--- src/sv/mpe_pkg.sv ---
// Shared constants, types and register codes of the M_PDU packet extractor.
`timescale 1ns / 1ps
package mpe_pkg;

    localparam int ZONE_BYTES  = 884;
    localparam int CHANNELS    = 64;
    localparam int QUEUE_DEPTH = 4;

    localparam int CHAN_W    = 6;
    localparam int CHAN_AW   = (CHANNELS > 1) ? $clog2(CHANNELS) : 1;
    localparam int POS_MAX   = ZONE_BYTES + 2;
    localparam int POS_W     = $clog2(POS_MAX + 1);
    localparam int PTR_W     = 11;
    localparam int CMP_W     = (POS_W > PTR_W) ? POS_W : PTR_W;
    localparam int QUEUE_AW  = (QUEUE_DEPTH > 1) ? $clog2(QUEUE_DEPTH) : 1;
    localparam int LEN_W     = 16;
    localparam int REM_W     = 17;
    localparam int HDR_W     = 48;
    localparam int CFG_IDX_W = 2;
    localparam int CFG_DAT_W = 16;

    localparam logic [PTR_W-1:0] NO_HEADER_PTR = 11'h7FF;
    localparam logic [2:0]       HDR_BYTES     = 3'd6;

    localparam logic [CFG_IDX_W-1:0] CFG_FILLER_CHANNEL   = 2'd0;
    localparam logic [CFG_IDX_W-1:0] CFG_EXPECTED_VERSION = 2'd1;
    localparam logic [CFG_IDX_W-1:0] CFG_MIN_LENGTH       = 2'd2;

    localparam logic [CHAN_W-1:0] RST_FILLER_CHANNEL   = 6'd63;
    localparam logic [1:0]        RST_EXPECTED_VERSION = 2'd1;
    localparam logic [LEN_W-1:0]  RST_MIN_LENGTH       = 16'd5;

    localparam logic CMD_CLEAR_SYNC = 1'b0;
    localparam logic CMD_ZONE       = 1'b1;

    typedef struct packed {
        logic              op;
        logic              hdr_start;
        logic [CHAN_W-1:0] chan;
        logic [7:0]        data;
    } t_cmd;

    typedef struct packed {
        logic [2:0]       count;
        logic [HDR_W-1:0] hdr;
        logic [REM_W-1:0] rem;
    } t_chan_state;

    typedef struct packed {
        logic [7:0]        out_byte;
        logic [CHAN_W-1:0] out_channel;
        logic [10:0]       app_id;
        logic [2:0]        packet_version;
        logic              packet_type;
        logic              has_secondary;
        logic [1:0]        seq_flags;
        logic [13:0]       seq_number;
        logic              last_byte;
    } t_result;

endpackage

--- src/sv/mpe_cmd_queue.sv ---
// Short command queue between the byte classifier and the per-channel engine.
`timescale 1ns / 1ps
module mpe_cmd_queue (
    input  logic          i_clk,
    input  logic          i_rst_n,
    input  logic          i_push,
    input  mpe_pkg::t_cmd i_cmd,
    output logic          o_full,
    input  logic          i_pop,
    output logic          o_valid,
    output mpe_pkg::t_cmd o_cmd
);

    mpe_pkg::t_cmd                  r_mem [mpe_pkg::QUEUE_DEPTH];
    logic [mpe_pkg::QUEUE_AW-1:0]   r_wr;
    logic [mpe_pkg::QUEUE_AW-1:0]   r_rd;
    logic [mpe_pkg::QUEUE_AW:0]     r_count;
    logic                           push_en;
    logic                           pop_en;

    assign o_full  = r_count == (mpe_pkg::QUEUE_AW + 1)'(mpe_pkg::QUEUE_DEPTH);
    assign o_valid = r_count != '0;
    assign o_cmd   = r_mem[r_rd];
    assign push_en = i_push && !o_full;
    assign pop_en  = i_pop && o_valid;

    always_ff @(posedge i_clk) begin
        if (push_en) begin
            r_mem[r_wr] <= i_cmd;
        end
    end

    always_ff @(posedge i_clk) begin
        if (!i_rst_n) begin
            r_wr    <= '0;
            r_rd    <= '0;
            r_count <= '0;
        end else begin
            if (push_en) begin
                r_wr <= (r_wr == mpe_pkg::QUEUE_AW'(mpe_pkg::QUEUE_DEPTH - 1)) ? '0 : r_wr + 1'b1;
            end
            if (pop_en) begin
                r_rd <= (r_rd == mpe_pkg::QUEUE_AW'(mpe_pkg::QUEUE_DEPTH - 1)) ? '0 : r_rd + 1'b1;
            end
            if (push_en && !pop_en) begin
                r_count <= r_count + 1'b1;
            end else if (!push_en && pop_en) begin
                r_count <= r_count - 1'b1;
            end
        end
    end

`ifndef SYNTH
    a_count_up: assert property (@(posedge i_clk) disable iff (!i_rst_n)
        push_en && !pop_en |=> r_count == $past(r_count) + 1'b1)
        else $error("Queue fill count did not follow a lone push.");
`endif

endmodule

--- config.mk ---
export PLATFORM = sky130hd
export DESIGN_NAME = mpe_cmd_queue
export DESIGN_NICKNAME = d
export VERILOG_FILES = /design/src/sv/mpe_pkg.sv /design/src/sv/mpe_cmd_queue.sv
export SDC_FILE = /design/constraint.sdc
export NUM_CORES = 1
export LEC_CHECK = 0
export CORE_ASPECT_RATIO = 0.7
export CORE_UTILIZATION = 62
export CTS_BUF_LIST = sky130_fd_sc_hd__clkbuf_16
export CTS_CLUSTER_SIZE = 8
export DETAILED_ROUTE_END_ITERATION = 8
export DONT_BUFFER_PORTS = 1
export GPL_TIMING_DRIVEN = 0
export PLACE_DENSITY = 0.81
export SLEW_MARGIN = 15
export SYNTH_ARGS = -nofsm -noshare
export SYNTH_HDL_FRONTEND = slang
export SYNTH_SLANG_ARGS = --single-unit
--- constraint.sdc ---
create_clock -name i_clk -period 3.1 [get_ports i_clk]
set_clock_uncertainty 0.15 [all_clocks]
set_input_delay 0.465 -clock i_clk [delete_from_list [all_inputs] [get_ports i_clk]]
set_output_delay 0.465 -clock i_clk [all_outputs]
set_load 0.02 [all_outputs]
* After elaboration in Yosys (flattened, before gate mapping)
Memory sizes are Yosys's and may differ from the RTL's. A register that Yosys moved wholly into a read port is not among the register bits. Cells that the tools add are included.
Cells by class: $add $sub $neg 4, equality and inequality tests 3, muxes and demuxes 8, reduce and logical (&&, ||, !) cells 9
Operator list (number):
- 2-to-1 mux 2 bit | 4
- 2-to-1 mux 3 bit | 2
- adder 2 x 1 -> 2 bit (second input constant) | 2
- equality test 2 bit (second input constant) | 2
- logical AND 1 bit | 4
- adder 3 x 1 -> 3 bit (second input constant) | 1
- equality test 3 bit (second input constant) | 1
- logical NOT 1 bit | 3
- nonzero test 3 bit | 1
- subtractor 3 x 1 -> 3 bit (second input constant) | 1
- 2-to-1 mux 1 bit | 2
- nonzero test 2 bit | 1
Word-level totals: register bits after elaboration 7, RAM bits 64, output and inout bits 18, word-level logic and storage cells 28, memories kept 1
Memories:
- r_mem | depth 4, bits a word 16, read ports 1, clocked after Yosys merged registers in 1, write ports 1, line mpe_cmd_queue.sv:14 | mpe_pkg::t_cmd r_mem [mpe_pkg::QUEUE_DEPTH];

* Longest topological paths before layout
depth after elaboration 7, mapped depth 9, depth with buffers taken out 8

* Worst setup path before layout
OpenSTA, ideal clock, no wires.
kind reg2reg, start register r_count[0] (netlist bit), end register r_count[2] (netlist bit), library setup time 76 ps, arrival time 2014 ps, data required time 2874 ps, path slack 861 ps, cell stages (with the launch flop) 8, buffers on the path 0, clock period less this slack 2239 ps, cell sequence dfxtp_1 o31ai_1 ha_1 inv_1 fa_1 xor2_1 or3_1 a21boi_0
On the way: cells in the longest elaborated chain, start to end 6
Ends and longest elaborated chain:
- start, declared | line mpe_cmd_queue.sv:17 | logic [mpe_pkg::QUEUE_AW:0] r_count;
- start signal, assigned | line mpe_cmd_queue.sv:46 | r_count <= r_count + 1'b1;
- start signal, assigned | line mpe_cmd_queue.sv:48 | r_count <= r_count - 1'b1;
- parallel branches: the longest is 6 deep, another holds subtractor 3 x 1 -> 3 bit
Several ways; the timed one is not identified. The select of a mux whose other input is x is not followed. A chain may end at the register's enable or synchronous reset.

* Worst setup path in the final report
Same ends and word-level chain as after synthesis.

==> run summary <==
Status -> finished, final reports clean
Via count -> 1,252
Mapped cell area -> 2830 µm²
Synth Area in Compound Gates -> 1.06%
CP Max Fanout -> 5
PD cells -> 896 nW/µm²
Synth top area cells -> edfxtp_1 68%, mux4_2 8.0%, dfxtp_1 6.4%
Initial Util -> 64.9%
Post-Route WL -> 4.59 mm
Relative slew margins -> 43.6%
Simple-gate share of the synthesized area -> 3.85%
Largest family of logic cells by synthesized area -> multiplexers
Placed cell count -> 190
Vias/cell -> 6.08
Clk slew on worst S/H paths -> 0.06 ns
Seq/Total Area, Yosys -> 74.3%
Tmin final -> 2.53 ns
Hold Path Class -> in2reg
Hold slack final -> 0.0811 ns
Initial DRC count -> 51
Worst-Skew Late Latency -> 0.32 ns
Setup bufs post-CTS -> 0
CP max-delay cell -> o31ai_1
Share of the synthesized area in the top cell type -> 68.0%
CTS Sinks -> 73
Port bufs -> 0
Initial DRT Pass Iterations -> 4
Number of routed nets with antenna violations -> 0
Share of cells above drive strength 1 -> 18.5%
Post-CTS Resized -> 0
Gr usage total -> 22.9%
Crit path cell chain -> o31ai_1, ha_1, inv_1, fa_1, xor2_1, or3_1, a21boi_0
Initial antenna violation count -> 0
Unique cell type count in the Yosys netlist -> 24
I/O pin total -> 38
GRT overflow -> 0
Startpoint Class -> flop
Die W -> 82.7 µm
WP data arrival -> 2.62 ns
DRC Markers -> 0
CP required -> 3.19 ns
Htree depth -> 3
Highest clock rate -> 0.395 GHz
Final RePlAce weighted congestion -> 0.769
Setup TNS -> 0 ns
XOR/XNOR Fraction of Synth Area -> 0.619%
Largest area contributor in the netlist -> edfxtp_1
Unrepaired setup endpoints after global routing -> no
Ant diodes -> 0
CP Buf/Inv Count -> 1
DIE HEIGHT -> 58.5 µm
Pleak -> 1.08 nW
TritonCTS buffer count -> 9
Hold-fix buffers at CTS -> 0
Synth Area in Adders -> 3.36%
Worst reg-to-reg path cell count -> 7
Clock buffer depth -> 2
First-pass GRT wire length -> 6.98 mm
CTS root buf -> clkbuf_16
Worst Hold Depth -> 0
Count of state elements after synthesis -> 73
Avg WL per Cell -> 22.3 µm
Max cap viols -> 0
Worst vdd rail ir drop -> 755 µV
Fin. max-slew vios -> 0
Mapped Nets -> 162
Stages on the worst setup path -> 7
Synth Warn # -> 0
Layout area overhead -> 12.3%
Syn_area_per_cell -> 20.9 µm²
Least-Margin Pin Slew -> 0.845 ns
Mux share of post-synthesis cell area -> 14.6%
Vias in the first global route -> 1,319
Core Region -> 4350 µm²
Mapped Cells -> 135
Crit end category -> flop
Post-DP HPWL -> 3.01 mm
Endpoints failing setup -> 0
Final Hold Fails -> 0
Non-filler instance count after layout -> 206
FP Rows -> 20
Die area -> 4840 µm²
Critical path class -> reg2reg
Pin count of the biggest net entering global routing -> 17
Tcrit/Tclk final -> 81.6%
Max incr delay on CP -> 0.55 ns
TritonCTS clock tree -> done
Final nets -> 173
Top delay family on crit path -> compound AO/OA/AOI/OAI gates
==> registers in the layout, summed over array words and instances (netlist names), named ones only <==
name and flops:
r_wr 2, r_mem 64, r_rd 2, r_count 3
==> area by class of cell <==
cell class	instances	area [µm²]
Buffer	6	50.0
Fill cell	253	1180
Inverter	3	11.3
Clock inverter	7	55.1
Tap cell	55	68.8
Sequential cell	73	2100
Clock buffer	9	225
Multi-Input combinational cell	53	664
==> path summary, 6_finish.rpt <==
kind                      end  slack, ns  startpoint
setup / recovery   r_count[2]       0.57  r_count[0]
setup reg to reg   r_count[2]       0.57  r_count[0]
hold / removal    r_mem[1][0]       0.08    i_cmd[0]
hold reg to reg       r_wr[1]       0.38     r_wr[1]
==> layout by cell type, fill, tap and decap left out, types with 2 or more instances in the layout <==
| cell | synthesis | final |
|---|---|---|
| edfxtp_1 | 64 | 64 |
| mux4_2 | 10 | 10 |
| dfxtp_1 | 9 | 9 |
| clkbuf_16 | 0 | 9 |
| mux4_1 | 6 | 6 |
| nand2_1 | 6 | 6 |
| ha_1 | 6 | 6 |
| inv_1 | 3 | 5 |
| and2_1 | 5 | 5 |
| buf_2 | 3 | 3 |
| mux2i_1 | 3 | 3 |
| o21ai_0 | 3 | 3 |
| nor2b_1 | 2 | 2 |
| or3_1 | 2 | 2 |
| nor2_1 | 2 | 2 |
| nand3_1 | 2 | 2 |
| clkinv_2 | 0 | 2 |
| clkinv_1 | 0 | 2 |
==> logic make-up (layout without fill, tap and decap cells) <==
group                    Yosys count  in the layout
AO/OA/AOI/OAI                      5              5
XOR/XNOR                           2              2
adder cells (fa/ha/maj)            7              7
buffers and inverters              9             25
flip-flops                        73             73
multiplexers                      19             19
AND/OR/NAND/NOR                   20             20
==> per-layer routing <==
| metal | vias to the layer above | GRT usage, % | wire [µm] |
|---|---|---|---|
| met1 | 633 | 26.5 | 1780 |
| met2 | 50 | 34.4 | 2310 |
| met5 | - | 0 | 0 |
| met4 | 0 | 10.3 | 70 |
| li1 | 565 | - | - |
| met3 | 4 | 13.8 | 431 |
==> synthesized netlist by cell type, drive strengths merged <==
cell	instances
mux2i	3
a21boi	1
xnor2	1
mux4	16
inv	3
or3	2
clkbuf	1
ha	6
nor3b	1
nand2	6
buf	5
fa	1
o21ai	3
nand3	2
o31ai	1
edfxtp	64
dfxtp	9
nor2	2
nor2b	2
and2	5
xor2	1
==> stage by stage <==
| stage | utilization, % | worst slack [ns] | total power [mW] | cell area [µm²] |
|---|---|---|---|---|
| 6_report | 73.0 | 0.571 | 2.85 | 3180 |
| 5_1_grt | 73.0 | 0.342 | 2.97 | 3180 |
| 4_1_cts | 73.0 | 0.548 | 2.87 | 3180 |
| 3_5_place_dp | 66.5 | 0.570 | 1.92 | 2900 |
| 3_3_place_gp | 66.5 | 0.731 | 1.87 | 2900 |
| 2_1_floorplan | - | 0.861 | 1.80 | 2830 |
==> where the power goes <==
part / leakage, nW / switching (mW) / total, mW / internal (mW)
registers: 0.661 / 0.0583 / 1.27 / 1.21
logic: 0.276 / 0.378 / 0.633 / 0.255
clock network: 0.147 / 0.341 / 0.948 / 0.607
total: 1.08 / 0.777 / 2.85 / 2.07
(Power assumes the default switching activity.)
