`src/sv/mpe_pkg.sv`:
```
// Shared constants, types and register codes of the M_PDU packet extractor.
`timescale 1ns / 1ps
package mpe_pkg;

    localparam int ZONE_BYTES  = 884;
    localparam int CHANNELS    = 64;
    localparam int QUEUE_DEPTH = 4;

    localparam int CHAN_W    = 6;
    localparam int CHAN_AW   = (CHANNELS > 1) ? $clog2(CHANNELS) : 1;
    localparam int POS_MAX   = ZONE_BYTES + 2;
    localparam int POS_W     = $clog2(POS_MAX + 1);
    localparam int PTR_W     = 11;
    localparam int CMP_W     = (POS_W > PTR_W) ? POS_W : PTR_W;
    localparam int QUEUE_AW  = (QUEUE_DEPTH > 1) ? $clog2(QUEUE_DEPTH) : 1;
    localparam int LEN_W     = 16;
    localparam int REM_W     = 17;
    localparam int HDR_W     = 48;
    localparam int CFG_IDX_W = 2;
    localparam int CFG_DAT_W = 16;

    localparam logic [PTR_W-1:0] NO_HEADER_PTR = 11'h7FF;
    localparam logic [2:0]       HDR_BYTES     = 3'd6;

    localparam logic [CFG_IDX_W-1:0] CFG_FILLER_CHANNEL   = 2'd0;
    localparam logic [CFG_IDX_W-1:0] CFG_EXPECTED_VERSION = 2'd1;
    localparam logic [CFG_IDX_W-1:0] CFG_MIN_LENGTH       = 2'd2;

    localparam logic [CHAN_W-1:0] RST_FILLER_CHANNEL   = 6'd63;
    localparam logic [1:0]        RST_EXPECTED_VERSION = 2'd1;
    localparam logic [LEN_W-1:0]  RST_MIN_LENGTH       = 16'd5;

    localparam logic CMD_CLEAR_SYNC = 1'b0;
    localparam logic CMD_ZONE       = 1'b1;

    typedef struct packed {
        logic              op;
        logic              hdr_start;
        logic [CHAN_W-1:0] chan;
        logic [7:0]        data;
    } t_cmd;

    typedef struct packed {
        logic [2:0]       count;
        logic [HDR_W-1:0] hdr;
        logic [REM_W-1:0] rem;
    } t_chan_state;

    typedef struct packed {
        logic [7:0]        out_byte;
        logic [CHAN_W-1:0] out_channel;
        logic [10:0]       app_id;
        logic [2:0]        packet_version;
        logic              packet_type;
        logic              has_secondary;
        logic [1:0]        seq_flags;
        logic [13:0]       seq_number;
        logic              last_byte;
    } t_result;

endpackage

```
`src/sv/mpe_ifs.sv`:
```
// Handshake channel interfaces for input bytes, packet bytes and register writes.
`timescale 1ns / 1ps
interface mpe_in_if;
    logic       valid;
    logic       ready;
    logic       frame_start;
    logic [5:0] channel;
    logic [1:0] frame_version;
    logic [7:0] in_byte;

    modport source(output valid, frame_start, channel, frame_version, in_byte, input ready);
    modport sink(input valid, frame_start, channel, frame_version, in_byte, output ready);
endinterface


```
`src/sv/mpe_front.sv`:
```
// Front end: tracks frame position and pointer, turns each kept zone byte or bad pointer into a command.
`timescale 1ns / 1ps
module mpe_front (
    input  logic                     i_clk,
    input  logic                     i_rst_n,
    mpe_in_if.sink                   i_in,
    input  logic [5:0]               i_filler_channel,
    input  logic [1:0]               i_expected_version,
    input  logic                     i_full,
    output logic                     o_push,
    output mpe_pkg::t_cmd            o_cmd
);

    logic                            r_discard;
    logic                            n_discard;
    logic [mpe_pkg::POS_W-1:0]       r_pos;
    logic [mpe_pkg::POS_W-1:0]       n_pos;
    logic [mpe_pkg::PTR_W-1:0]       r_ptr;
    logic [mpe_pkg::PTR_W-1:0]       n_ptr;
    logic [mpe_pkg::POS_W-1:0]       pos;
    logic [mpe_pkg::POS_W-1:0]       zone_idx;
    logic                            accept;
    logic                            chan_ok;
    logic                            ptr_ok;
    logic                            cmd_valid;

    assign i_in.ready = !i_full;
    assign accept     = i_in.valid && !i_full;

    always_comb begin
        pos       = i_in.frame_start ? '0 : r_pos;
        n_discard = r_discard;
        if (i_in.frame_start) begin
            n_discard = (i_in.channel == i_filler_channel) ||
                        (i_in.frame_version != i_expected_version);
        end
        n_pos = (pos < mpe_pkg::POS_W'(mpe_pkg::POS_MAX)) ? pos + 1'b1 : pos;
        chan_ok  = {1'b0, i_in.channel} < (mpe_pkg::CHAN_W + 1)'(mpe_pkg::CHANNELS);
        zone_idx = pos - mpe_pkg::POS_W'(2);
        ptr_ok   = mpe_pkg::CMP_W'(r_ptr) < mpe_pkg::CMP_W'(mpe_pkg::ZONE_BYTES);
        n_ptr    = r_ptr;
        cmd_valid       = 1'b0;
        o_cmd.op        = mpe_pkg::CMD_ZONE;
        o_cmd.hdr_start = 1'b0;
        o_cmd.chan      = i_in.channel;
        o_cmd.data      = i_in.in_byte;
        if (!n_discard && chan_ok) begin
            if (pos == '0) begin
                n_ptr = {i_in.in_byte[2:0], 8'h00};
            end else if (pos == mpe_pkg::POS_W'(1)) begin
                n_ptr = {r_ptr[10:8], i_in.in_byte};
                if ((mpe_pkg::CMP_W'(n_ptr) >= mpe_pkg::CMP_W'(mpe_pkg::ZONE_BYTES)) &&
                    (n_ptr != mpe_pkg::NO_HEADER_PTR)) begin
                    cmd_valid = 1'b1;
                    o_cmd.op  = mpe_pkg::CMD_CLEAR_SYNC;
                end
            end else if (pos < mpe_pkg::POS_W'(mpe_pkg::POS_MAX)) begin
                cmd_valid       = 1'b1;
                o_cmd.hdr_start = ptr_ok &&
                                  (mpe_pkg::CMP_W'(zone_idx) == mpe_pkg::CMP_W'(r_ptr));
            end
        end
    end

    assign o_push = accept && cmd_valid;

    always_ff @(posedge i_clk) begin
        if (!i_rst_n) begin
            r_discard <= 1'b1;
            r_pos     <= '0;
            r_ptr     <= '0;
        end else if (accept) begin
            r_discard <= n_discard;
            r_pos     <= n_pos;
            r_ptr     <= n_ptr;
        end
    end

`ifndef SYNTH
    a_pos_bound: assert property (@(posedge i_clk) disable iff (!i_rst_n)
        r_pos <= mpe_pkg::POS_W'(mpe_pkg::POS_MAX))
        else $error("Zone position ran past its saturation value.");

    a_start_ptr_ok: assert property (@(posedge i_clk) disable iff (!i_rst_n)
        o_push && o_cmd.hdr_start |->
            mpe_pkg::CMP_W'(r_ptr) < mpe_pkg::CMP_W'(mpe_pkg::ZONE_BYTES))
        else $error("Header start issued under an out-of-zone pointer.");
`endif

endmodule

```
`src/flat_wrapper.sv`:
```
// flat-port wrapper written by rule: the top's interface ports become plain ports
module mpe_front_flat 
  (i_clk, i_rst_n, i_filler_channel, i_expected_version, i_full, o_push, o_cmd, i_in_valid, i_in_frame_start, i_in_channel, i_in_frame_version, i_in_in_byte, i_in_ready);
  mpe_in_if i_in_i ();
  input  logic i_clk;
  input  logic i_rst_n;
  input  logic [5:0] i_filler_channel;
  input  logic [1:0] i_expected_version;
  input  logic i_full;
  output logic o_push;
  output mpe_pkg::t_cmd o_cmd;
  input wire logic [$bits(i_in_i.valid)-1:0] i_in_valid;
  input wire logic [$bits(i_in_i.frame_start)-1:0] i_in_frame_start;
  input wire logic [$bits(i_in_i.channel)-1:0] i_in_channel;
  input wire logic [$bits(i_in_i.frame_version)-1:0] i_in_frame_version;
  input wire logic [$bits(i_in_i.in_byte)-1:0] i_in_in_byte;
  output wire logic [$bits(i_in_i.ready)-1:0] i_in_ready;
  assign i_in_i.valid = i_in_valid;
  assign i_in_i.frame_start = i_in_frame_start;
  assign i_in_i.channel = i_in_channel;
  assign i_in_i.frame_version = i_in_frame_version;
  assign i_in_i.in_byte = i_in_in_byte;
  assign i_in_ready = i_in_i.ready;
  mpe_front u_core (.i_clk(i_clk), .i_rst_n(i_rst_n), .i_in(i_in_i), .i_filler_channel(i_filler_channel), .i_expected_version(i_expected_version), .i_full(i_full), .o_push(o_push), .o_cmd(o_cmd));
endmodule
```
`config.mk`:
```
export PLATFORM = sky130hd
export DESIGN_NAME = mpe_front_flat
export DESIGN_NICKNAME = d
export VERILOG_FILES = /design/src/sv/mpe_pkg.sv /design/src/sv/mpe_ifs.sv /design/src/sv/mpe_front.sv /design/src/flat_wrapper.sv
export SDC_FILE = /design/constraint.sdc
export NUM_CORES = 1
export LEC_CHECK = 0
export BUFFER_PORTS_ARGS = -buffer_cell sky130_fd_sc_hd__buf_2
export CELL_PAD_IN_SITES_DETAIL_PLACEMENT = 0
export CELL_PAD_IN_SITES_GLOBAL_PLACEMENT = 2
export CORE_UTILIZATION = 26
export CTS_CLUSTER_DIAMETER = 40
export DETAILED_ROUTE_END_ITERATION = 10
export PLACE_DENSITY_LB_ADDON = 0.1
export RECOVER_POWER = 100
export SLEW_MARGIN = 40
export SYNTH_ARGS = -nofsm -noshare
export SYNTH_HDL_FRONTEND = slang
export SYNTH_SLANG_ARGS = --single-unit
```
`constraint.sdc`:
```
create_clock -name i_clk -period 2.25 [get_ports i_clk]
set_input_delay 0.1125 -clock i_clk [delete_from_list [all_inputs] [get_ports i_clk]]
set_output_delay 0.1125 -clock i_clk [all_outputs]
set_load 0.05 [all_outputs]
```
Yosys cells after proc, flatten, opt, wreduce, memory -nomap -nowiden
Cells that the tools add are included.
{ "op_classes": {"bitwise_logic": 1, "n_addsub": 2, "n_reduce_logical": 10, "eq_ne": 5, "mux": 16, "order_cmp": 3} }
{ "ops": {"columns": ["cell", "n"], "rows": [
  ["10-bit two-way mux", 2],
  ["10-bit by 11-bit equality test with 1-bit output", 1],
  ["11-bit by 10-bit >= comparator with 1-bit output, second input constant", 1],
  ["11-bit by 10-bit less-than comparator with 1-bit output, second input constant", 1],
  ["11-bit two-way mux", 1],
  ["11-bit inequality test, second input constant", 1],
  ["10-bit by 1-bit adder with 10-bit output, second input constant", 1],
  ["10-bit by 1-bit equality test with 1-bit output, second input constant", 1],
  ["10-bit logical NOT", 1],
  ["10-bit less-than comparator, second input constant", 1],
  ["1-bit two-way mux", 10],
  ["10-bit by 2-bit subtractor with 10-bit output, second input constant", 1],
  ["8-bit two-way mux", 1],
  ["6-bit equality test", 1],
  ["3-bit AND reduction", 2],
  ["1-bit logical AND", 4],
  ["2-bit two-way mux", 2],
  ["2-bit inequality test", 1],
  ["2-bit nonzero test", 1],
  ["1-bit logical NOT", 1],
  ["1-bit logical OR", 1],
  ["1-bit inverter", 1]
]} }
{ "word_totals": {"regBits": 22, "input_bits": 29, "word_cells": 41} }

Logic depth before layout (Yosys ltp)
{ "logic_depth": {"word_depth": 8, "ltp_mapped": 12, "mapped_depth_nobuf": 8} }

Worst setup path after synthesis
OpenSTA, ideal clock, no wires.
{ "synth_timing": {"path_kind": "input to output", "startpoint": "input port i_in_frame_start", "endpoint": "output port o_cmd[14] (netlist bit)", "t_arrival_ns": 3.034, "path_buffers": 4, "path_stages": 12, "setup_slack_ns": -0.897, "cell_sequence": "buf_2 > clkbuf_1 > clkbuf_1 > or2b_1 > ha_1 > clkbuf_1 > nand2_1 > mux2_2 > o22ai_1 > xor2_1 > o2111ai_1 > nor4_2"} }
{ "synth_rtl": {"columns": ["element", "line_no", "text"], "rows": [
  ["from (decl)", "flat_wrapper.sv:13", "input wire logic [$bits(i_in_i.frame_start)-1:0] i_in_frame_start;"],
  ["to (decl)", "flat_wrapper.sv:11", "output mpe_pkg::t_cmd o_cmd;"]
]} }

==> results.md <==
* Worst slack, placed at -0.138 ns
* # rows at 30
* YS warnings at 0
* Cell family with most CP delay: simple AND/OR/NAND/NOR gates
* FF-to-FF setup slack at 0.10 ns
* Largest net degree at the start of global routing at 20
* First-pass GRT wire length at 9.30 mm
* Min Clock Period, post-route at 2.51 ns
* Total CTS buffers at 3
* Seq/Total Area, Yosys at 0.243
* CTS tree: built
* PortBufs at 46
* Routed WL at 5.52 mm
* Final count of hold timing violations at 0
* Worst EP required at 2.14 ns
* Top cell type's share of synthesized area at 0.243
* Hpwl dp at 4.39 mm
* Filler Cells Inserted at 741
* Number of max-cap violations at 0
* Crit-path slowest cell: or3_4
* Die extent in y at 85.5 um
* Max rail drop VDD at 207 uV
* # DRC at 1
* Setup violators final at 2
* Critical path buffers and inverters at 1
* Clock Skews at 0.00341 ns
* RePlAce Congestion at 0.709
* Drt first pass iters at 7
* Yosys top cell by area: dfxtp_1
* Post-place instance area at 2250 um^2
* Synth top cells by count: nand2_1 (35), dfxtp_1 (22), nand3_1 (19), o21ai_0 (16), buf_4 (14)
* RSZ-0062 raised after global routing: yes
* Most Frequent Cell on Critical Path: or3_4
* Initial antenna violation count at 0
* Mapped Cells at 245
* CP max FO at 4
* Ys flop type: dfxtp_1
* Layout cells sized above 1 at 0.295
* Hold Crit Class: in2reg
* Number of synthesized flops with an enable pin at 0
* Outcome: complete, but fails checks
* Most common cell in the netlist: nand2_1
* Syn avg cell area at 7.41 um^2
* Layout area overhead at 33.5%
* Final net count at 337
* Critical-path cell list: or3_4 -> o31a_1 -> or3_1 -> xor2_1 -> or3_4 -> nor4_4 -> buf_6
* H-tree lvl count at 1
* Max Slew Vio Count at 0
* Vias in the first global route at 1818
* Top Ports at 47
* Yosys reg bits at 22
* Vias/cell at 4.94
* CTS sink cnt at 22
* Worst r2r src: u_core.r_pos[4]
* WL per Instance at 14.5 um
* Slowest stage delay, CP at 0.37 ns
* Clock Latency Late Sink at 0.27 ns
* Reg2reg path depth at 8
* Setup TNS Final at -0.447 ns
* Root Driver: clkbuf_8
* Post-DRT Antenna Nets at 0
* CP startpoint: u_core.r_pos[2]
* Crit Path Category: reg2out
* Number of diodes at 0
* Crit path launch type: register
* FMAX at 0.399 GHz
* Initial DRC count at 65
* Final global-route overflow total at 0
* Synth area leaders: dfxtp_1 (24%), nand2_1 (7.2%), buf_4 (5.8%)
* Max-slew headroom at 0.604
* Worst-Margin Slew at 0.596 ns
* P_leak at 0.985 nW
* Syn_nets at 279
* Crit end category: primary output
* CP Data Arrival Time at 2.39 ns
* Total Power at 0.000980 W
* Stages on worst setup path at 7
* R2r endpoint: u_core.r_pos[2]
* Failing checks: DRC, setup timing
* Initial core utilization at 0.269
* Setup ws final at -0.256 ns
* Critical path destination: o_cmd[14]
* Pwr/cell area at 405 nW/um^2
* Netlist Area Pre-Place at 1810 um^2
* Count of different cell masters after synthesis at 47
* Die ar. at 7320 um^2
* Core Area at 6760 um^2
* Ys async rst share at 0
* Die Wd at 85.5 um
* Hold Buf Count CTS at 0
* Vias post-DR at 1886
* Final Cell Area at 2420 um^2
* Tcrit/Tclk final at 1.11
* Maximum clock path buffer count at 2
* Clock slew at reported path FFs at 0.10 ns
* Tot GR Track Use at 0.161
[flip-flops by register name (all words and copies together), names as in the netlist]
signal,flops
u_core.r_pos,10
u_core.r_ptr,11
u_core.r_discard,1
[layer usage]
layer	global-route usage	vias up	routed length [um]	part of all wire
met5	0	-	0	0
met1	0.212	900	2720	0.49
li1	-	960	-	-
met4	0.0288	0	64	0.012
met2	0.281	22	2650	0.48
met3	0.0231	4	85	0.015
[worst min-delay path, cell delays in order]
cell and delay (ns):
buf_2 0.11, nand2_1 0.05, o21ai_0 0.06
[power breakdown]
group          leakage [nW]  total, W  internal (W)  switching [W]
combinational         0.770  0.000193     0.0000663       0.000126
sequential            0.179  0.000395      0.000393     0.00000295
clock                0.0357  0.000392      0.000238       0.000154
total                 0.985  0.000980      0.000697       0.000283
[cell usage in the layout, fill, tap and decap left out, drive strengths merged, types with 6 or more instances in the layout]
| master | instances |
|---|---|
| a21oi | 10 |
| buf | 63 |
| clkbuf | 23 |
| dfxtp | 22 |
| inv | 6 |
| nand2 | 35 |
| nand3 | 19 |
| nor2 | 11 |
| nor4 | 6 |
| o21ai | 16 |
| xnor2 | 9 |
| xor2 | 12 |
[stage by stage]
stage	utilization	instances	hold WS [ns]
after global placement	0.334	375	0.383
after detailed placement	0.334	375	0.388
after global routing	0.359	382	0.104
after CTS	0.351	379	0.0823
final	0.359	382	0.0909
after floorplan	-	245	0.251
[worst min path at each step]
stage                    startpoint          endpoint  slack [ns]  cells after the start
floorplan           i_in_in_byte[2]  u_core.r_ptr[10]        0.25                      2
global placement    i_in_in_byte[5]   u_core.r_ptr[5]        0.38                      3
detailed placement  i_in_in_byte[4]   u_core.r_ptr[4]        0.39                      3
CTS                 i_in_in_byte[4]   u_core.r_ptr[4]        0.08                      3
global route        i_in_in_byte[4]   u_core.r_ptr[4]        0.10                      3
finish              i_in_in_byte[4]   u_core.r_ptr[4]        0.09                      3
[kinds of logic (layout without fill, tap and decap cells)]
family,count (synthesis),count (layout),synth area share
AO/OA/AOI/OAI,48,48,0.168
XOR/XNOR,21,21,0.101
adder cells (fa/ha/maj),5,5,0.0345
buffers and inverters,36,93,0.106
flip-flops,22,22,0.243
multiplexers,6,6,0.0338
AND/OR/NAND/NOR,107,107,0.314
[final cells by class]
| type | instances | area (um^2) | share of cell area |
|---|---|---|---|
| clock buffers | 3 | 41.3 | 0.0170 |
| clock inverters | 1 | 30.0 | 0.0124 |
| inverters | 6 | 25.0 | 0.0103 |
| multi-input cells | 187 | 1290 | 0.534 |
| flip-flops and latches | 22 | 444 | 0.183 |
| well taps | 80 | 100 | 0.0413 |
| repair buffers | 83 | 488 | 0.201 |
[what timing repair did]
item,4_1_cts,5_1_grt
pin swaps,4,5
endpoints found under the hold margin,0,0
buffers inserted,0,3
gates cloned,0,0
endpoints found under the setup margin,3,3
gates resized for setup,11,16
Note: power is estimated with default switching activity, not from simulation.
