`config.mk`:
```
export PLATFORM = sky130hd
export DESIGN_NAME = mpe_back_flat
export DESIGN_NICKNAME = d
export VERILOG_FILES = /design/src/sv/mpe_pkg.sv /design/src/sv/mpe_ifs.sv /design/src/sv/mpe_ram.sv /design/src/sv/mpe_back.sv /design/src/flat_wrapper.sv
export SDC_FILE = /design/constraint.sdc
export NUM_CORES = 2
export LEC_CHECK = 0
export ABC_CLOCK_PERIOD_IN_PS = 15670
export BUFFER_PORTS_ARGS = -buffer_cell sky130_fd_sc_hd__buf_2
export CAP_MARGIN = 40
export CORE_MARGIN = 8
export CORE_UTILIZATION = 57
export DETAILED_ROUTE_END_ITERATION = 10
export GPL_TIMING_DRIVEN = 1
export PLACE_DENSITY = 0.73
export SLEW_MARGIN = 10
export SYNTH_ARGS = -nofsm -noshare
export SYNTH_HDL_FRONTEND = slang
export SYNTH_MEMORY_MAX_BITS = 65536
export SYNTH_SLANG_ARGS = --single-unit
```
`constraint.sdc`:
```
create_clock -name i_clk -period 15.67 [get_ports i_clk]
set_input_delay 1.567 -clock i_clk [delete_from_list [all_inputs] [get_ports i_clk]]
set_output_delay 1.567 -clock i_clk [all_outputs]
set_load 0.05 [all_outputs]
```
`src/sv/mpe_pkg.sv`:
```
// Shared constants, types and register codes of the M_PDU packet extractor.
`timescale 1ns / 1ps
package mpe_pkg;

    localparam int ZONE_BYTES  = 884;
    localparam int CHANNELS    = 64;
    localparam int QUEUE_DEPTH = 4;

    localparam int CHAN_W    = 6;
    localparam int CHAN_AW   = (CHANNELS > 1) ? $clog2(CHANNELS) : 1;
    localparam int POS_MAX   = ZONE_BYTES + 2;
    localparam int POS_W     = $clog2(POS_MAX + 1);
    localparam int PTR_W     = 11;
    localparam int CMP_W     = (POS_W > PTR_W) ? POS_W : PTR_W;
    localparam int QUEUE_AW  = (QUEUE_DEPTH > 1) ? $clog2(QUEUE_DEPTH) : 1;
    localparam int LEN_W     = 16;
    localparam int REM_W     = 17;
    localparam int HDR_W     = 48;
    localparam int CFG_IDX_W = 2;
    localparam int CFG_DAT_W = 16;

    localparam logic [PTR_W-1:0] NO_HEADER_PTR = 11'h7FF;
    localparam logic [2:0]       HDR_BYTES     = 3'd6;

    localparam logic [CFG_IDX_W-1:0] CFG_FILLER_CHANNEL   = 2'd0;
    localparam logic [CFG_IDX_W-1:0] CFG_EXPECTED_VERSION = 2'd1;
    localparam logic [CFG_IDX_W-1:0] CFG_MIN_LENGTH       = 2'd2;

    localparam logic [CHAN_W-1:0] RST_FILLER_CHANNEL   = 6'd63;
    localparam logic [1:0]        RST_EXPECTED_VERSION = 2'd1;
    localparam logic [LEN_W-1:0]  RST_MIN_LENGTH       = 16'd5;

    localparam logic CMD_CLEAR_SYNC = 1'b0;
    localparam logic CMD_ZONE       = 1'b1;

    typedef struct packed {
        logic              op;
        logic              hdr_start;
        logic [CHAN_W-1:0] chan;
        logic [7:0]        data;
    } t_cmd;

    typedef struct packed {
        logic [2:0]       count;
        logic [HDR_W-1:0] hdr;
        logic [REM_W-1:0] rem;
    } t_chan_state;

    typedef struct packed {
        logic [7:0]        out_byte;
        logic [CHAN_W-1:0] out_channel;
        logic [10:0]       app_id;
        logic [2:0]        packet_version;
        logic              packet_type;
        logic              has_secondary;
        logic [1:0]        seq_flags;
        logic [13:0]       seq_number;
        logic              last_byte;
    } t_result;

endpackage

```
`src/sv/mpe_ifs.sv`:
```


interface mpe_out_if;
    logic        valid;
    logic        ready;
    logic [7:0]  out_byte;
    logic [5:0]  out_channel;
    logic [10:0] app_id;
    logic [2:0]  packet_version;
    logic        packet_type;
    logic        has_secondary;
    logic [1:0]  seq_flags;
    logic [13:0] seq_number;
    logic        last_byte;

    modport source(output valid, out_byte, out_channel, app_id, packet_version, packet_type,
                   has_secondary, seq_flags, seq_number, last_byte, input ready);
    modport sink(input valid, out_byte, out_channel, app_id, packet_version, packet_type,
                 has_secondary, seq_flags, seq_number, last_byte, output ready);
endinterface


```
`src/sv/mpe_ram.sv`:
```
// Generic single-write, single-read RAM with registered read data.
`timescale 1ns / 1ps
module mpe_ram #(
    parameter int WIDTH = 8,
    parameter int DEPTH = 16
) (
    input  logic                                   i_clk,
    input  logic                                   i_we,
    input  logic [((DEPTH > 1) ? $clog2(DEPTH) : 1)-1:0] i_waddr,
    input  logic [WIDTH-1:0]                       i_wdata,
    input  logic                                   i_re,
    input  logic [((DEPTH > 1) ? $clog2(DEPTH) : 1)-1:0] i_raddr,
    output logic [WIDTH-1:0]                       o_rdata
);

    logic [WIDTH-1:0] r_mem [DEPTH];
    logic [WIDTH-1:0] r_rdata;

    always_ff @(posedge i_clk) begin
        if (i_we) begin
            r_mem[i_waddr] <= i_wdata;
        end
        if (i_re) begin
            r_rdata <= r_mem[i_raddr];
        end
    end

    assign o_rdata = r_rdata;

endmodule

```
`src/sv/mpe_back.sv`:
```
// Back end: per-channel sync, header collection and length tracking, with result register.
`timescale 1ns / 1ps
module mpe_back (
    input  logic                      i_clk,
    input  logic                      i_rst_n,
    input  logic                      i_q_valid,
    input  mpe_pkg::t_cmd             i_cmd,
    output logic                      o_pop,
    input  logic [mpe_pkg::LEN_W-1:0] i_min_length,
    mpe_out_if.source                 o_out
);

    localparam int SW = $bits(mpe_pkg::t_chan_state);

    logic                          r_b_valid;
    mpe_pkg::t_cmd                 r_b_cmd;
    logic                          r_fwd_valid;
    logic [mpe_pkg::CHAN_W-1:0]    r_fwd_chan;
    mpe_pkg::t_chan_state          r_fwd_state;
    logic [mpe_pkg::CHANNELS-1:0]  r_sync;
    logic                          r_out_valid;
    mpe_pkg::t_result              r_out;

    logic [SW-1:0]                 rdata;
    mpe_pkg::t_chan_state          cur;
    mpe_pkg::t_chan_state          base;
    mpe_pkg::t_chan_state          nxt;
    mpe_pkg::t_result              res;
    logic [mpe_pkg::CHAN_AW-1:0]   idx;
    logic [mpe_pkg::HDR_W-1:0]     hdr_new;
    logic [mpe_pkg::REM_W-1:0]     rem_dec;
    logic                          synced;
    logic                          sync_n;
    logic                          b_we;
    logic                          emit;
    logic                          out_free;
    logic                          b_adv;
    logic                          b_fire;

    assign out_free = !r_out_valid || o_out.ready;
    assign b_adv    = !r_b_valid || out_free;
    assign b_fire   = r_b_valid && out_free;
    assign o_pop    = i_q_valid && b_adv;
    assign idx      = r_b_cmd.chan[mpe_pkg::CHAN_AW-1:0];

    mpe_ram #(
        .WIDTH(SW),
        .DEPTH(mpe_pkg::CHANNELS)
    ) u_state_ram (
        .i_clk  (i_clk),
        .i_we   (b_fire && b_we),
        .i_waddr(idx),
        .i_wdata(nxt),
        .i_re   (o_pop),
        .i_raddr(i_cmd.chan[mpe_pkg::CHAN_AW-1:0]),
        .o_rdata(rdata)
    );

    always_comb begin
        cur     = (r_fwd_valid && (r_fwd_chan == r_b_cmd.chan)) ? r_fwd_state : rdata;
        synced  = r_sync[idx];
        sync_n  = synced;
        b_we    = 1'b0;
        emit    = 1'b0;
        base    = r_b_cmd.hdr_start ? '0 : cur;
        nxt     = base;
        hdr_new = {base.hdr[mpe_pkg::HDR_W-9:0], r_b_cmd.data};
        rem_dec = (base.rem != '0) ? base.rem - 1'b1 : '0;
        res.out_byte       = r_b_cmd.data;
        res.out_channel    = r_b_cmd.chan;
        res.app_id         = base.hdr[42:32];
        res.packet_version = base.hdr[47:45];
        res.packet_type    = base.hdr[44];
        res.has_secondary  = base.hdr[43];
        res.seq_flags      = base.hdr[31:30];
        res.seq_number     = base.hdr[29:16];
        res.last_byte      = rem_dec == '0;
        if (r_b_cmd.op == mpe_pkg::CMD_CLEAR_SYNC) begin
            sync_n = 1'b0;
        end else if (synced || r_b_cmd.hdr_start) begin
            sync_n = 1'b1;
            b_we   = 1'b1;
            if (base.count < mpe_pkg::HDR_BYTES) begin
                nxt.hdr   = hdr_new;
                nxt.count = base.count + 1'b1;
                if (nxt.count == mpe_pkg::HDR_BYTES) begin
                    if (hdr_new[mpe_pkg::LEN_W-1:0] < i_min_length) begin
                        sync_n = 1'b0;
                    end else begin
                        nxt.rem = {1'b0, hdr_new[mpe_pkg::LEN_W-1:0]} + 1'b1;
                    end
                end
            end else begin
                emit    = 1'b1;
                nxt.rem = rem_dec;
                if (res.last_byte) begin
                    nxt.count = '0;
                    nxt.hdr   = '0;
                end
            end
        end
    end

    always_ff @(posedge i_clk) begin
        if (!i_rst_n) begin
            r_b_valid   <= 1'b0;
            r_fwd_valid <= 1'b0;
            r_out_valid <= 1'b0;
            r_sync      <= '0;
        end else begin
            if (b_adv) begin
                r_b_valid   <= o_pop;
                r_fwd_valid <= o_pop && b_fire && b_we;
            end
            if (out_free) begin
                r_out_valid <= b_fire && emit;
            end
            if (b_fire) begin
                r_sync[idx] <= sync_n;
            end
        end
    end

    always_ff @(posedge i_clk) begin
        if (o_pop) begin
            r_b_cmd <= i_cmd;
        end
        if (b_adv) begin
            r_fwd_chan  <= r_b_cmd.chan;
            r_fwd_state <= nxt;
        end
        if (b_fire && emit) begin
            r_out <= res;
        end
    end

    assign o_out.valid          = r_out_valid;
    assign o_out.out_byte       = r_out.out_byte;
    assign o_out.out_channel    = r_out.out_channel;
    assign o_out.app_id         = r_out.app_id;
    assign o_out.packet_version = r_out.packet_version;
    assign o_out.packet_type    = r_out.packet_type;
    assign o_out.has_secondary  = r_out.has_secondary;
    assign o_out.seq_flags      = r_out.seq_flags;
    assign o_out.seq_number     = r_out.seq_number;
    assign o_out.last_byte      = r_out.last_byte;

`ifndef SYNTH
    a_fwd_loaded: assert property (@(posedge i_clk) disable iff (!i_rst_n)
        r_fwd_valid |-> r_b_valid)
        else $error("State bypass armed without a command in the engine stage.");

    a_emit_zone: assert property (@(posedge i_clk) disable iff (!i_rst_n)
        b_fire && emit |-> r_b_cmd.op == mpe_pkg::CMD_ZONE)
        else $error("Packet beat produced by a sync-clear command.");
`endif

endmodule

```
`src/flat_wrapper.sv`:
```
// flat-port wrapper written by rule: the top's interface ports become plain ports
module mpe_back_flat 
  (i_clk, i_rst_n, i_q_valid, i_cmd, o_pop, i_min_length, o_out_valid, o_out_out_byte, o_out_out_channel, o_out_app_id, o_out_packet_version, o_out_packet_type, o_out_has_secondary, o_out_seq_flags, o_out_seq_number, o_out_last_byte, o_out_ready);
  mpe_out_if o_out_i ();
  input  logic i_clk;
  input  logic i_rst_n;
  input  logic i_q_valid;
  input  mpe_pkg::t_cmd i_cmd;
  output logic o_pop;
  input  logic [mpe_pkg::LEN_W-1:0] i_min_length;
  output wire logic [$bits(o_out_i.valid)-1:0] o_out_valid;
  output wire logic [$bits(o_out_i.out_byte)-1:0] o_out_out_byte;
  output wire logic [$bits(o_out_i.out_channel)-1:0] o_out_out_channel;
  output wire logic [$bits(o_out_i.app_id)-1:0] o_out_app_id;
  output wire logic [$bits(o_out_i.packet_version)-1:0] o_out_packet_version;
  output wire logic [$bits(o_out_i.packet_type)-1:0] o_out_packet_type;
  output wire logic [$bits(o_out_i.has_secondary)-1:0] o_out_has_secondary;
  output wire logic [$bits(o_out_i.seq_flags)-1:0] o_out_seq_flags;
  output wire logic [$bits(o_out_i.seq_number)-1:0] o_out_seq_number;
  output wire logic [$bits(o_out_i.last_byte)-1:0] o_out_last_byte;
  input wire logic [$bits(o_out_i.ready)-1:0] o_out_ready;
  assign o_out_valid = o_out_i.valid;
  assign o_out_out_byte = o_out_i.out_byte;
  assign o_out_out_channel = o_out_i.out_channel;
  assign o_out_app_id = o_out_i.app_id;
  assign o_out_packet_version = o_out_i.packet_version;
  assign o_out_packet_type = o_out_i.packet_type;
  assign o_out_has_secondary = o_out_i.has_secondary;
  assign o_out_seq_flags = o_out_i.seq_flags;
  assign o_out_seq_number = o_out_i.seq_number;
  assign o_out_last_byte = o_out_i.last_byte;
  assign o_out_i.ready = o_out_ready;
  mpe_back u_core (.i_clk(i_clk), .i_rst_n(i_rst_n), .i_q_valid(i_q_valid), .i_cmd(i_cmd), .o_pop(o_pop), .i_min_length(i_min_length), .o_out(o_out_i));
endmodule
```
; Word-level counts from Yosys, hierarchy flattened
; Memories as Yosys holds them, arrays and structs flattened. A register that Yosys moved wholly into a read port is not among the register bits.
; Cells that the tools add are included.
[word_totals]
memories = 1
output_inout_bits = 49
ram_bits = 4352
ff_bits = 204
elab_cells = 72
inputBits = 36
[op_classes]
n_reduce_logical = 15
n_lt_le_gt_ge = 4
n_addsub = 3
n_eq_ne = 2
muxes = 26
[memory_table]
columns = memory, words, word_bits, read_ports, rd_ports_with_merged_regs, write_ports, line
row1 = u_core.u_state_ram.r_mem, 64, 68, 1, 1, 1, mpe_ram.sv:16  ; logic [WIDTH-1:0] r_mem [DEPTH];
[op_table]
columns = op, count
row1 = $mux 68, 5
row2 = $bwmux 64, 1
row3 = $mux 17, 3
row4 = $mux 51, 1
row5 = $add 16x1->17 const B, 1
row6 = $logic_not 17->1, 1
row7 = $reduce_bool 17->1, 1
row8 = $sub 17x1->17 const B, 1
row9 = $lt 16x16->1, 1
row10 = $mux 1, 14
row11 = $logic_and 1x1->1, 8
row12 = $lt 6x7->1 const B, 1
row13 = $bmux 1 s6, 1
row14 = $demux 1 s6, 1
row15 = $eq 6x6->1, 1
row16 = $ge 6x1->1 const B, 1
row17 = $add 3x1->3 const B, 1
row18 = $eq 3x3->1 const B, 1
row19 = $logic_or 1x1->1, 3
row20 = $lt 3x3->1 const B, 1
row21 = $logic_not 1->1, 2

; Depth between registers and ports, before layout
[depth]
depth_word = 11
mapped_depth = 19

; By module
; Synthesis repeated with hierarchy kept, for this count alone.
[unflattened]
hier_cells = 8341
area_unflattened_um2 = 177501.5
[by_module_without_submodules]
columns = mod, n_inst, area_per_inst_um2, cells_per_inst
row1 = mpe_ram, 1, 166195.6, 7077
row2 = mpe_back, 1, 11305.8, 1264

; Worst setup path after synthesis
; Ideal clock, no wire load.
[synth_timing]
path_kind = flip-flop to flip-flop
startpoint = register u_core.r_b_cmd, in the netlist u_core.idx[2]
endpoint = register u_core.r_fwd_state[12] in the netlist's numbering (data pin)
setup_slack_ns = 7.205
path_stages_with_launch = 19
t_arrival_ns = 7.444
t_required_ns = 14.649
path_cell_list = edfxtp_1 buf_6 xnor2_1 and3_1 nand2_2 buf_2 buf_2 buf_2 buf_1 mux2i_1 nor2_1 inv_1 ha_1 o311ai_2 nand4b_1 o31a_1 nand2b_1 buf_4 o311ai_0
[synth_rtl]
columns = item, line
row1 = "start, declared", mpe_back.sv:16  ; mpe_pkg::t_cmd r_b_cmd;
row2 = "start signal, assigned", mpe_back.sv:126  ; r_b_cmd <= i_cmd;
row3 = "end signal, assigned", mpe_back.sv:130  ; r_fwd_state <= nxt;
row4 = "end, declared", mpe_back.sv:19  ; mpe_pkg::t_chan_state r_fwd_state;

==> metrics <==
status complete, no violations; Max-Cap Viols 0; maximum vdd drop 0.000103 V; Fmax 156 MHz; combinational share of power 0.062; register bit count reported by yosys 4624; area growth from synthesis to layout 13.9%; CTS tree yes; gr usage total 0.321; hold buffers post-CTS 0; input/output buffers 84; postcts setup bufs 0; CTS max path bufs 4; initial antenna violation count 17; r2r startpoint u_core.idx[0]; post-synthesis instance area 0.178 sq mm; post-synthesis async set-or-reset flop share 0; endpoint type of the worst setup path flip-flop; first-pass GRT wire length 731000 um; drt drc 0; share of cells above drive strength 1 0.320; Ys Warns 0; DRT iter0 DRCs 18.1k; I/O Pins 85; design area 0.203 sq mm; hold endpoint u_core.o_out.out_byte[0]; hold_sp u_core.hdr_new[0]; Critical Path RT 16.35 ns; Cell variety after synth 75; RSZ-0062 raised after global routing no; Seq/Total Area, Yosys 0.777; final-report max-slew violation count 0; FF-to-FF End u_core.u_state_ram.r_mem[25][14]; Worst Reg-to-Reg Cells 20; Fin Hold WS 0.456 ns; largest net degree at the start of global routing 154; Final TNS setup 0 ns; CTS root buf clkbuf_16; P per Cell Area 130 mW/mm^2; NetSw 5.70 mW; Final Power 26.3 mW; drt first pass iters 6; power share of the clock group 0.404; Post-DP Area 0.188 sq mm; Die Width 575 um; max_slew headroom 0.218; Static Leak 63.4 nW; Sink Count 4624; total gr overflow 0; post-route antenna net violation count 0; Die ar. 0.330 sq mm; Sw Share 0.217; commonest non-fill, non-tap cell in the layout edfxtp_1; Final period util 0.408; Worst EP arrival 7.08 ns; Hold Path Depth 0; Slew @ Worst Pin 1.17 ns; most frequent cells in the layout edfxtp_1, mux4_2, clkbuf_16; post_cts resized 0; vias in the first global route 89.4k; Post-Route Skew 0.0914 ns; Num CTS Buffers 441; final WL 540000 um; Cells after Synth 7456; Hold/Removal Path Class reg -> reg; Hold Vio Cnt, Final 0; routed length per instance 43.4 um; htree depth 5; initial core utilization 0.571; EDFF count, synth 4557; num rows 205; worst-skew pair later-pin latency 1.02 ns; GP Congestion 0.869; core area 0.311 sq mm; Seq pwr share 0.534; ys flop type edfxtp_1; nature of the critical path startpoint flip-flop; min Tclk post-route 6.40 ns; Vias 92.3k; final std cells w/o fill 12.5k; critical-path maximum fanout 65; Vias/cell 7.41; Vert. Die Dim 575 um; Worst R2R Setup Slack 9.27 ns; Internal 20.6 mW; # nets final 7986; final setup violation count 0; Placed Cells 11.6k; Synthesized Nets 7511; hpwl dp 252000 um; Avg Inst Size Synth 23.9 sq um; WS Path Type reg -> reg; Reg clk slew, reported paths 0.07 ns
-- power groups by stage --
stage,Clock [mW],Combinational [mW],Sequential (mW)
after detailed placement,0,1.59,14.3
after floorplan,0,0.960,14.3
after global routing,11.1,1.70,14.0
after CTS,10.7,1.60,14.0
final,10.6,1.64,14.0
after global placement,0,1.41,14.3
-- area by class of cell --
cell class | count | area, sq um
timing repair buffer | 453 | 5750
clock buffer | 530 | 11500
fill | 19000 | 109000
inverter | 28 | 105
clock inverter | 277 | 2730
antenna | 15 | 37.5
sequential | 4624 | 138000
tap | 4140 | 5180
multi-input combinational | 2383 | 39200
-- kinds of logic (layout without fill, tap and decap cells) --
group / after synthesis / count (layout) / share of synthesized area
DFF: 4624 / 4624 / 0.777
AOI/OAI and AO/OA: 380 / 380 / 0.0133
muxes: 1498 / 1498 / 0.185
buffers and inverters: 449 / 1288 / 0.0104
and+or+nand+nor: 461 / 461 / 0.0119
other: 0 / 15 / 0
adders and majority gates: 19 / 19 / 0.00134
xor gates and xnor gates: 25 / 25 / 0.00127
-- critical path, stage by stage (launching register included) --
cell and delay [ns]:
edfxtp_1 0.34, buf_4 0.40, xnor2_1 0.20, and3_1 0.65
nand2_4 0.21, buf_4 0.33, mux2_2 0.34, nand2_1 0.26
inv_1 0.17, ha_1 0.33, a21o_1 0.17, a21o_1 0.17
a21oi_1 0.14, o21ai_0 0.09, a31oi_1 0.60, nor3b_2 0.10
buf_4 0.26, o21bai_1 0.37, o21ai_0 0.19, o211ai_1 0.15
buf_4 0.53
-- worst max-delay path by stage --
stage / startpoint / end / cells past startpoint
finish: u_core.idx[0] / u_core.u_state_ram.r_mem[25][14] / 20
global route: u_core.idx[1] / u_core.u_state_ram.r_mem[14][14] / 20
CTS: u_core.idx[1] / u_core.u_state_ram.r_mem[0][25] / 19
detailed placement: i_cmd[8] / u_core.u_state_ram.o_rdata[29] / 7
global placement: u_core.idx[0] / u_core.u_state_ram.r_mem[12][8] / 15
floorplan: u_core.idx[2] / u_core.r_fwd_state[12] / 18
-- Yosys cell counts, types with 7 or more instances --
cell / number / share of area
a21o_1: 8 / 0.00034
dfxtp_1: 67 / 0.0075
a21oi_1: 126 / 0.0035
mux4_2: 1435 / 0.18
buf_6: 7 / 0.00044
ha_1: 19 / 0.0013
a21boi_1: 52 / 0.0022
inv_1: 27 / 0.00057
o21ai_0: 100 / 0.0028
buf_2: 61 / 0.0017
buf_4: 9 / 0.00038
buf_1: 52 / 0.0011
nor2_1: 114 / 0.0024
nor3_1: 23 / 0.00065
nand2b_1: 9 / 0.00032
nor4_1: 7 / 0.00025
or2_2: 13 / 0.00046
a211oi_1: 9 / 0.00038
a21boi_0: 12 / 0.00051
xnor2_1: 20 / 0.00098
and3_1: 8 / 0.00028
mux2i_1: 57 / 0.0032
nand2_1: 163 / 0.0034
edfxtp_1: 4557 / 0.77
nand3_1: 79 / 0.0022
clkbuf_1: 292 / 0.0062
o211ai_1: 17 / 0.00072
-- per-stage QoR --
step,util,setup WS [ns]
after floorplan,-,7.21
after global placement,0.596,8.97
after detailed placement,0.604,8.97
after CTS,0.650,9.30
after global routing,0.651,9.15
final,0.651,9.27
-- metal layers --
layer | share of wire | track usage | up-vias
met5 | 0.00014 | 0 | -
met4 | 0.060 | 0.155 | 12
met3 | 0.16 | 0.0953 | 1666
met2 | 0.46 | 0.487 | 9261
met1 | 0.33 | 0.434 | 48200
li1 | - | - | 33100
-- sequential cells by signal (all words and copies together), names as in the netlist, 2 cells and up --
name,flops
u_core.idx,6
u_core.o_out.seq_flags,2
u_core.r_sync,64
u_core.hdr_new,8
u_core.o_out.seq_number,14
u_core.r_fwd_state,68
u_core.u_state_ram.r_mem,4352
u_core.r_fwd_chan,6
u_core.o_out.out_channel,6
u_core.o_out.out_byte,8
u_core.o_out.app_id,11
u_core.o_out.packet_version,3
u_core.r_b_cmd,2
u_core.u_state_ram.o_rdata,68
No activity file was read; power rests on OpenSTA's default activity.
